### config.mk
export PLATFORM = sky130hd
export DESIGN_NAME = rational_arithmetic_unit_core
export DESIGN_NICKNAME = d
export VERILOG_FILES = /design/src/sv/rau_pkg.sv /design/src/sv/rau_front.sv /design/src/sv/rau_queue.sv /design/src/sv/rau_back.sv /design/src/sv/rational_arithmetic_unit_core.sv
export SDC_FILE = /design/constraint.sdc
export NUM_CORES = 2
export LEC_CHECK = 0
export ABC_CLOCK_PERIOD_IN_PS = 6140
export BUFFER_PORTS_ARGS = -buffer_cell sky130_fd_sc_hd__buf_2
export CAP_MARGIN = 20
export CORE_ASPECT_RATIO = 0.8
export CORE_MARGIN = 3
export CORE_UTILIZATION = 50
export CTS_CLUSTER_SIZE = 25
export DETAILED_ROUTE_END_ITERATION = 12
export MAX_ROUTING_LAYER = met4
export PLACE_DENSITY = 0.68
export SYNTH_ARGS = -nofsm -noshare
export SYNTH_HDL_FRONTEND = slang
export SYNTH_SLANG_ARGS = --single-unit
### constraint.sdc
create_clock -name clk -period 6.14 [get_ports clk]
set_input_delay 1.228 -clock clk [delete_from_list [all_inputs] [get_ports clk]]
set_output_delay 1.228 -clock clk [all_outputs]
set_load 0.02 [all_outputs]
### src/sv/rau_pkg.sv
// rau_pkg: shared widths, beat types and sign-magnitude helpers for the
// rational arithmetic unit. No dependencies.
`default_nettype none
package rau_pkg;

	localparam int W     = 16;
	localparam int NUMW  = 2 * W + 1;
	localparam int DENW  = 2 * W;
	localparam int RNW   = 33;
	localparam int RDW   = 31;
	localparam int XNW   = (NUMW > RNW) ? NUMW : RNW;
	localparam int XDW   = (DENW > RDW) ? DENW : RDW;
	localparam int CW    = $clog2(NUMW);
	localparam int KW    = $clog2(NUMW + 1);
	localparam int QDEPTH = 2;
	localparam int QAW   = 1;

	localparam logic [1:0] OP_ADD = 2'd0;
	localparam logic [1:0] OP_SUB = 2'd1;
	localparam logic [1:0] OP_MUL = 2'd2;
	localparam logic [1:0] OP_DIV = 2'd3;

	typedef struct packed {
		logic [1:0]          kind;
		logic signed [W-1:0] a_num;
		logic signed [W-1:0] a_den;
		logic signed [W-1:0] b_num;
		logic signed [W-1:0] b_den;
	} req_t;

	typedef struct packed {
		logic signed [RNW-1:0] result_num;
		logic [RDW-1:0]        result_den;
		logic                  div_by_zero;
	} rsp_t;

	typedef struct packed {
		logic         neg;
		logic [W-1:0] mag;
	} smag_t;

	typedef struct packed {
		logic           neg;
		logic [DENW-1:0] mag;
	} prod_t;

	// one queue entry: sign of result, magnitudes, undefined-result flag
	typedef struct packed {
		logic            neg;
		logic            flag;
		logic [NUMW-1:0] nmag;
		logic [DENW-1:0] dmag;
	} job_t;

	function automatic smag_t to_smag(logic [W-1:0] raw);
		smag_t r;
		r.neg = raw[W-1];
		r.mag = raw[W-1] ? (~raw + W'(1)) : raw;
		return r;
	endfunction

	function automatic prod_t mul_sm(smag_t x, smag_t y);
		prod_t r;
		r.neg = x.neg ^ y.neg;
		r.mag = {{W{1'b0}}, x.mag} * {{W{1'b0}}, y.mag};
		return r;
	endfunction

endpackage
`default_nettype wire

### src/sv/rau_front.sv
// rau_front: accepts request beats, picks operands, forms exact products
// and their sum for add/sub. Depends on rau_pkg.
`default_nettype none
module rau_front (
	input  wire logic          clk,
	input  wire logic          arst_n,
	input  wire logic          req_valid,
	output logic               req_stall,
	input  wire rau_pkg::req_t req,
	output logic               push,
	output rau_pkg::job_t      push_data,
	input  wire logic          full
);
	rau_pkg::smag_t an, ad, bn, bd;
	rau_pkg::smag_t m1x_s1, m1y_s1, m2x_s1, m2y_s1, dx_s1, dy_s1;
	logic use_sum_s1, flag_s1, v_s1;
	rau_pkg::prod_t p1_s2, p2_s2, pd_s2;
	logic use_sum_s2, flag_s2, v_s2;
	logic mv1, mv2;
	logic [rau_pkg::NUMW-1:0] e1, e2;

	assign an = rau_pkg::to_smag(req.a_num);
	assign ad = rau_pkg::to_smag(req.a_den);
	assign bn = rau_pkg::to_smag(req.b_num);
	assign bd = rau_pkg::to_smag(req.b_den);

	assign mv2 = v_s2 && !full;
	assign mv1 = v_s1 && (!v_s2 || mv2);
	assign req_stall = v_s1 && !mv1;

	always_ff @(posedge clk or negedge arst_n) begin
		if (!arst_n) begin
			v_s1 <= 1'b0;
			v_s2 <= 1'b0;
		end else begin
			if (mv1 || !v_s1) v_s1 <= req_valid;
			if (mv2 || !v_s2) v_s2 <= mv1;
		end
	end

	always_ff @(posedge clk) begin
		if (req_valid && (!v_s1 || mv1)) begin
			dx_s1 <= ad;
			m1x_s1 <= an;
			flag_s1 <= (ad.mag == '0) || (bd.mag == '0) ||
				((req.kind == rau_pkg::OP_DIV) && (bn.mag == '0));
			m2y_s1 <= ad;
			case (req.kind)
				rau_pkg::OP_ADD, rau_pkg::OP_SUB: begin
					use_sum_s1 <= 1'b1;
					m1y_s1 <= bd;
					m2x_s1 <= '{neg: bn.neg ^ (req.kind == rau_pkg::OP_SUB), mag: bn.mag};
					dy_s1 <= bd;
				end
				rau_pkg::OP_MUL: begin
					use_sum_s1 <= 1'b0;
					m1y_s1 <= bn;
					m2x_s1 <= bn;
					dy_s1 <= bd;
				end
				default: begin
					use_sum_s1 <= 1'b0;
					m1y_s1 <= bd;
					m2x_s1 <= bn;
					dy_s1 <= bn;
				end
			endcase
		end
		if (mv1) begin
			p1_s2 <= rau_pkg::mul_sm(m1x_s1, m1y_s1);
			p2_s2 <= rau_pkg::mul_sm(m2x_s1, m2y_s1);
			pd_s2 <= rau_pkg::mul_sm(dx_s1, dy_s1);
			use_sum_s2 <= use_sum_s1;
			flag_s2 <= flag_s1;
		end
	end

	assign e1 = {1'b0, p1_s2.mag};
	assign e2 = {1'b0, p2_s2.mag};

	always_comb begin
		push = mv2;
		push_data.flag = flag_s2;
		push_data.dmag = pd_s2.mag;
		push_data.nmag = e1;
		push_data.neg = p1_s2.neg ^ pd_s2.neg;
		if (use_sum_s2) begin
			if (p1_s2.neg == p2_s2.neg) begin
				push_data.nmag = e1 + e2;
			end else if (e1 >= e2) begin
				push_data.nmag = e1 - e2;
			end else begin
				push_data.nmag = e2 - e1;
				push_data.neg = p2_s2.neg ^ pd_s2.neg;
			end
		end
	end
endmodule
`default_nettype wire

### src/sv/rau_queue.sv
// rau_queue: short job queue between front and back.
// Depends on rau_pkg.
`default_nettype none
module rau_queue (
	input  wire logic          clk,
	input  wire logic          arst_n,
	input  wire logic          push,
	input  wire rau_pkg::job_t push_data,
	output logic               full,
	input  wire logic          pop,
	output logic               avail,
	output rau_pkg::job_t      pop_data
);
	rau_pkg::job_t mem_q [rau_pkg::QDEPTH];
	logic [rau_pkg::QAW-1:0] wp_q, rp_q;
	logic [rau_pkg::QAW:0] cnt_q;

	assign full = cnt_q == (rau_pkg::QAW+1)'(rau_pkg::QDEPTH);
	assign avail = cnt_q != '0;
	assign pop_data = mem_q[rp_q];

	always_ff @(posedge clk or negedge arst_n) begin
		if (!arst_n) begin
			wp_q <= '0;
			rp_q <= '0;
			cnt_q <= '0;
		end else begin
			if (push) wp_q <= wp_q + 1'b1;
			if (pop) rp_q <= rp_q + 1'b1;
			cnt_q <= cnt_q + (rau_pkg::QAW+1)'(push) - (rau_pkg::QAW+1)'(pop);
		end
	end

	always_ff @(posedge clk) begin
		if (push) mem_q[wp_q] <= push_data;
	end
endmodule
`default_nettype wire

### src/sv/rau_back.sv
// rau_back: binary gcd and a shared restoring divider reduce each job;
// holds the response register. Depends on rau_pkg.
`default_nettype none
module rau_back (
	input  wire logic          clk,
	input  wire logic          arst_n,
	input  wire logic          avail,
	input  wire rau_pkg::job_t job,
	output logic               pop,
	output logic               rsp_valid,
	input  wire logic          rsp_stall,
	output rau_pkg::rsp_t      rsp
);
	localparam logic [2:0] ST_IDLE = 3'd0;
	localparam logic [2:0] ST_GCD  = 3'd1;
	localparam logic [2:0] ST_DIVN = 3'd2;
	localparam logic [2:0] ST_DIVD = 3'd3;
	localparam logic [2:0] ST_DONE = 3'd4;

	logic [2:0] state_q;
	logic neg_q, flag_q, zero_q, rsp_valid_q;
	logic [rau_pkg::NUMW-1:0] u_q, v_q, quo_q, resn_q;
	logic [rau_pkg::DENW-1:0] dmag_q, g_q, resd_q;
	logic [rau_pkg::DENW:0] rem_q, rsh, rnext;
	logic [rau_pkg::KW-1:0] k_q;
	logic [rau_pkg::CW-1:0] cnt_q;
	logic ge;
	logic [rau_pkg::NUMW-1:0] qnext, gsh;
	logic [rau_pkg::XNW:0] nx;
	logic [rau_pkg::XDW-1:0] dx;

	assign pop = (state_q == ST_IDLE) && avail;
	assign rsh = {rem_q[rau_pkg::DENW-1:0], quo_q[rau_pkg::NUMW-1]};
	assign ge = rsh >= {1'b0, g_q};
	assign rnext = ge ? (rsh - {1'b0, g_q}) : rsh;
	assign qnext = {quo_q[rau_pkg::NUMW-2:0], ge};
	assign gsh = u_q << k_q;

	always_ff @(posedge clk or negedge arst_n) begin
		if (!arst_n) begin
			state_q <= ST_IDLE;
			rsp_valid_q <= 1'b0;
		end else begin
			if (state_q == ST_DONE && (!rsp_valid_q || !rsp_stall)) rsp_valid_q <= 1'b1;
			else if (!rsp_stall) rsp_valid_q <= 1'b0;
			case (state_q)
				ST_IDLE: if (avail) begin
					state_q <= (job.flag || job.nmag == '0) ? ST_DONE : ST_GCD;
				end
				ST_GCD: if (u_q == v_q) state_q <= ST_DIVN;
				ST_DIVN: if (cnt_q == rau_pkg::CW'(rau_pkg::NUMW - 1)) state_q <= ST_DIVD;
				ST_DIVD: if (cnt_q == rau_pkg::CW'(rau_pkg::NUMW - 1)) state_q <= ST_DONE;
				ST_DONE: if (!rsp_valid_q || !rsp_stall) state_q <= ST_IDLE;
				default: state_q <= ST_IDLE;
			endcase
		end
	end

	always_ff @(posedge clk) begin
		case (state_q)
			ST_IDLE: begin
				neg_q <= job.neg;
				flag_q <= job.flag;
				zero_q <= job.flag || job.nmag == '0;
				u_q <= job.nmag;
				v_q <= {1'b0, job.dmag};
				quo_q <= job.nmag;
				dmag_q <= job.dmag;
				k_q <= '0;
			end
			ST_GCD: begin
				rem_q <= '0;
				cnt_q <= '0;
				if (u_q == v_q) begin
					g_q <= gsh[rau_pkg::DENW-1:0];
				end else if (!u_q[0] && !v_q[0]) begin
					u_q <= u_q >> 1;
					v_q <= v_q >> 1;
					k_q <= k_q + 1'b1;
				end else if (!u_q[0]) begin
					u_q <= u_q >> 1;
				end else if (!v_q[0]) begin
					v_q <= v_q >> 1;
				end else if (u_q > v_q) begin
					u_q <= u_q - v_q;
				end else begin
					v_q <= v_q - u_q;
				end
			end
			ST_DIVN, ST_DIVD: begin
				if (cnt_q == rau_pkg::CW'(rau_pkg::NUMW - 1)) begin
					rem_q <= '0;
					cnt_q <= '0;
					if (state_q == ST_DIVN) begin
						resn_q <= qnext;
						quo_q <= {1'b0, dmag_q};
					end else begin
						resd_q <= qnext[rau_pkg::DENW-1:0];
						quo_q <= qnext;
					end
				end else begin
					rem_q <= rnext;
					quo_q <= qnext;
					cnt_q <= cnt_q + 1'b1;
				end
			end
			default: begin
			end
		endcase
		if (state_q == ST_DONE && (!rsp_valid_q || !rsp_stall)) begin
			rsp.div_by_zero <= flag_q;
			if (zero_q) begin
				rsp.result_num <= '0;
				rsp.result_den <= rau_pkg::RDW'(1);
			end else begin
				rsp.result_num <= nx[rau_pkg::RNW-1:0];
				rsp.result_den <= dx[rau_pkg::RDW-1:0];
			end
		end
	end

	always_comb begin
		nx = (rau_pkg::XNW+1)'(resn_q);
		if (neg_q) nx = -nx;
		dx = rau_pkg::XDW'(resd_q);
	end

	assign rsp_valid = rsp_valid_q;
endmodule
`default_nettype wire

### src/sv/rational_arithmetic_unit_core.sv
// rational_arithmetic_unit_core: top level, front / queue / back.
// Depends on rau_pkg, rau_front, rau_queue, rau_back.
//
//  channel  beat   handshake            direction
//  req      req_t  req_valid/req_stall  in
//  rsp      rsp_t  rsp_valid/rsp_stall  out
//
// Front: two register stages (operand pick, products), then a 2-deep queue.
// Back: binary gcd, one subtract or shift a cycle, then two 33-step
// restoring divisions. Flagged or zero results skip straight to the
// response register. Reset clears control only. Either side may stall
// independently.
`default_nettype none
module rational_arithmetic_unit_core (
	input  wire logic          clk,
	input  wire logic          arst_n,
	input  wire logic          req_valid,
	output logic               req_stall,
	input  wire rau_pkg::req_t req,
	output logic               rsp_valid,
	input  wire logic          rsp_stall,
	output rau_pkg::rsp_t      rsp
);
	logic push, full, pop, avail;
	rau_pkg::job_t push_data, pop_data;

	rau_front u_front (
		.clk, .arst_n, .req_valid, .req_stall, .req,
		.push, .push_data, .full
	);

	rau_queue u_queue (
		.clk, .arst_n, .push, .push_data, .full,
		.pop, .avail, .pop_data
	);

	rau_back u_back (
		.clk, .arst_n, .avail, .job(pop_data), .pop,
		.rsp_valid, .rsp_stall, .rsp
	);
endmodule
`default_nettype wire

==> qor.csv <==
stage;metric;value;unit
final_layout;fin nets;7971;
synthesis;Synth Warn #;0;
grt;gr usage total;27.0;%
synthesis;FFs w/ async S/R, synth;1.49;%
synthesis;cells after synthesis;6533;
setup_path;crit start category;flip-flop;
synthesis;Yosys top cell area share;31.0;%
floorplan;Die Wd;406;µm
timing;fmax;163;MHz
grt;largest net degree at the start of global routing;66;
cts;hold_buf cts;0;
detailed_routing;vias per cell;5.68;
final_layout;most common cell after layout, fill and taps aside;inv_1;
timing;RSZ-0062 raised after global routing;true;
timing;Max-slew headroom;28.6;%
grt;GRT Residual Overflow;0;
timing;fin crit period;6.14;ns
floorplan;# IOs;137;
setup_path;beginning of the critical path;u_front.m2y_s1[6]$_DFFE_PP_;
final_layout;layout cells sized above 1;12.9;%
cts;clk sinks;671;
synthesis;Synthesized Nets;7709;
detailed_routing;Post-DRT Antenna Nets;0;
cts;CTS tree;yes;
synthesis;largest family of logic cells by synthesized area;adder cells;
timing;Fin. Hold Viols;0;
floorplan;Starting Density;50.8;%
detailed_routing;DR DRC count;0;
setup_path;Crit Path Class;flip-flop to flip-flop;
timing;Final Skew;0.0384;ns
detailed_routing;per-cell routed wire length;20.6;µm
flow_run;# Max-Cap Violations;0;
synthesis;xor/xnor cell area share of the yosys netlist;3.80;%
final_layout;Post-Layout Cell Count;8500;
floorplan;CORE AREA;126000;µm²
synthesis;Syn Std Cell Area;64100;µm²
detailed_routing;Routed WL;175000;µm
floorplan;Die Height;326;µm
synthesis;Seq/Total Area, Yosys;31.4;%
place;GPL Wtd Cong;1.00;
timing;endpoints failing setup;1;
timing;Pins Over Slew Limit;0;
synthesis;mux contribution to synthesized area;3.49;%
cts;H-tree Lvls;3;
run_status;outcome;finished with violations;
grt;vias in the first global route;47700;
place;DP Wirelength;139000;µm
synthesis;Avg Cell Area, Syn;9.81;µm²
grt;first-pass GRT wire length;273000;µm
grt;initial antenna violation count;2;
final_layout;area grow syn2layout;12.2;%
detailed_routing;first-pass detailed-route iteration total;6;
place;# port buffers;136;
cts;CTS buffer count;70;
floorplan;Rows;116;
cts;CTS clk-pin slew, worst paths;0.07;ns
synthesis;Synth Area in Adders;28.5;%
synthesis;post-synth cell types;84;
synthesis;Synth Register Bits;671;
cts;clock tree root buffer cell;clkbuf_16;
timing;period utilization;100;%
floorplan;full die area;132000;µm²
synthesis;top cells by area, synth;edfxtp_1 (31%), fa_1 (18%), ha_1 (10%), inv_1 (5.3%), nand2_1 (4.1%);
setup_path;worst endpoint data arrival time;6.58;ns
synthesis;Post-Synth Simple-Gate Area;14.7;%
timing;slack of the critical path;-0.00349;ns
min_path;min-delay src;u_front.push_data[10]$_DFFE_PP_;
min_path;HP Class;flip-flop to flip-flop;
setup_path;Reg-to-Reg Start;u_front.m2y_s1[6]$_DFFE_PP_;
cts;latest clock arrival within the worst-skew pair;0.69;ns
setup_path;Critical Path RT;6.58;ns
place;dpl cells;8326;
synthesis;prevailing post-synth register cell;edfxtp_1;
final_layout;filler cell count;10800;
cts;maximum clock insertion buffer count;3;
synthesis;Post-synth EDFFs;661;
setup_path;CP Capture Type;flip-flop;
detailed_routing;via count;48200;
run_status;failing checks;negative setup slack;
timing;WHS;0.437;ns
timing;Slew @ Worst Pin;1.07;ns
final_layout;most frequent cells in the layout;inv_1 (885), nand2_1 (687), edfxtp_1 (661);
synthesis;post-synth top area cell;edfxtp_1;
detailed_routing;drt initial violations;4431;
synthesis;compound-cell area share of the yosys netlist;11.0;%
setup_path;worst-path fanout max;3;
-- routing by layer --
layer | global-route usage [%] | vias up | share of wire, %
li1 | - | 22400 | -
met1 | 39.5 | 23700 | 46
met2 | 39.3 | 1893 | 44
met3 | 4.20 | 264 | 8.1
met4 | 6.53 | 0 | 2.7
met5 | - | - | 0
-- cell usage after synthesis, types with 58 or more instances --
cell	number
xor2_1	113
clkbuf_1	267
nand3_1	93
fa_1	588
xnor2_1	165
o21ai_0	204
and2_1	365
edfxtp_1	661
mux2_2	58
a21o_1	114
ha_1	518
nor2_1	417
nand2_1	693
nor2b_1	70
a21oi_1	402
mux2i_1	104
inv_1	902
-- worst max-delay path, cell delays in order (launching register included) --
cell and delay [ns]:
edfxtp_1 0.48, clkbuf_16 0.20, buf_4 0.14, and2_1 0.14
fa_1 0.48, inv_1 0.06, fa_2 0.55, fa_2 0.42
inv_1 0.08, fa_2 0.44, fa_1 0.54, inv_1 0.06
fa_1 0.48, inv_1 0.04, ha_1 0.18, a21o_1 0.18
a21o_1 0.18, a21oi_2 0.18, buf_4 0.14, a31oi_1 0.07
nor3_1 0.20, nor2_1 0.08, o41a_1 0.44, xor2_1 0.15
-- final timing paths --
check	slack, ns	cells past startpoint	endpoint
worst max-delay path	-0.003	23	u_front.e2[24]$_DFFE_PP_
worst min-delay path	0.44	0	u_queue.mem_q[0][10]$_DFFE_PP_
worst max register to register	-0.003	23	u_front.e2[24]$_DFFE_PP_
worst min register to register	0.44	0	u_queue.mem_q[0][10]$_DFFE_PP_
max in group asynchronous	5.34	1	u_queue.rp_q$_DFFE_PN0P_
min in group asynchronous	0.46	1	u_back.rsp_valid$_DFFE_PN0P_
-- flip-flops by register name, indices dropped and copies added, names as in the netlist, 31 cells and up --
name               flops
u_back.dmag_q         32
u_back.dx             31
u_back.g_q            32
u_back.quo_q          33
u_back.rem_q          32
u_back.resn_q         33
u_back.rsp            65
u_back.u_q            33
u_back.v_q            33
u_front.e1            32
u_front.e2            32
u_front.push_data     32
u_queue.mem_q        134
-- timing repair --
action                     in CTS  in global routing
gates cloned                    0                  3
gates resized for setup        34                153
pin swaps                       7                109
setup endpoints to repair      15                 30
buffers inserted               16                 29
-- cell type report --
cell class	count	area, µm²	area share [%]
antenna	2	5.00	0.00696
clock buffer	77	1830	2.54
clock inverter	46	626	0.870
inverter	904	3390	4.72
multi-input combinational	4657	40200	56.0
sequential	671	20100	28.0
tap	1652	2070	2.88
timing repair buffer	491	3640	5.07
-- cells by family (layout without fill, tap and decap cells) --
group	count (synthesis)	in the layout
compound gates	1123	1123
xor+xnor	278	278
fa+ha+maj	1106	1106
buf+inv	1205	1518
flops	671	671
mux	186	186
other cells	0	2
simple gates	1964	1964
-- metrics by stage --
stage	setup TNS, ns	area [µm²]	setup WS (ns)	utilization [%]
detailed placement	-1.01	68200	-0.202	54.1
global route	-1.89	71900	-0.229	57.0
floorplan	-0.0316	64100	-0.0316	-
global placement	-0.504	68200	-0.121	54.1
finish	-0.00349	71900	-0.00349	57.0
CTS	-0.0289	70900	-0.0261	56.2
Power is not shown: default switching activity piles up to over one toggle a cycle in this logic, so the estimate is an artifact.
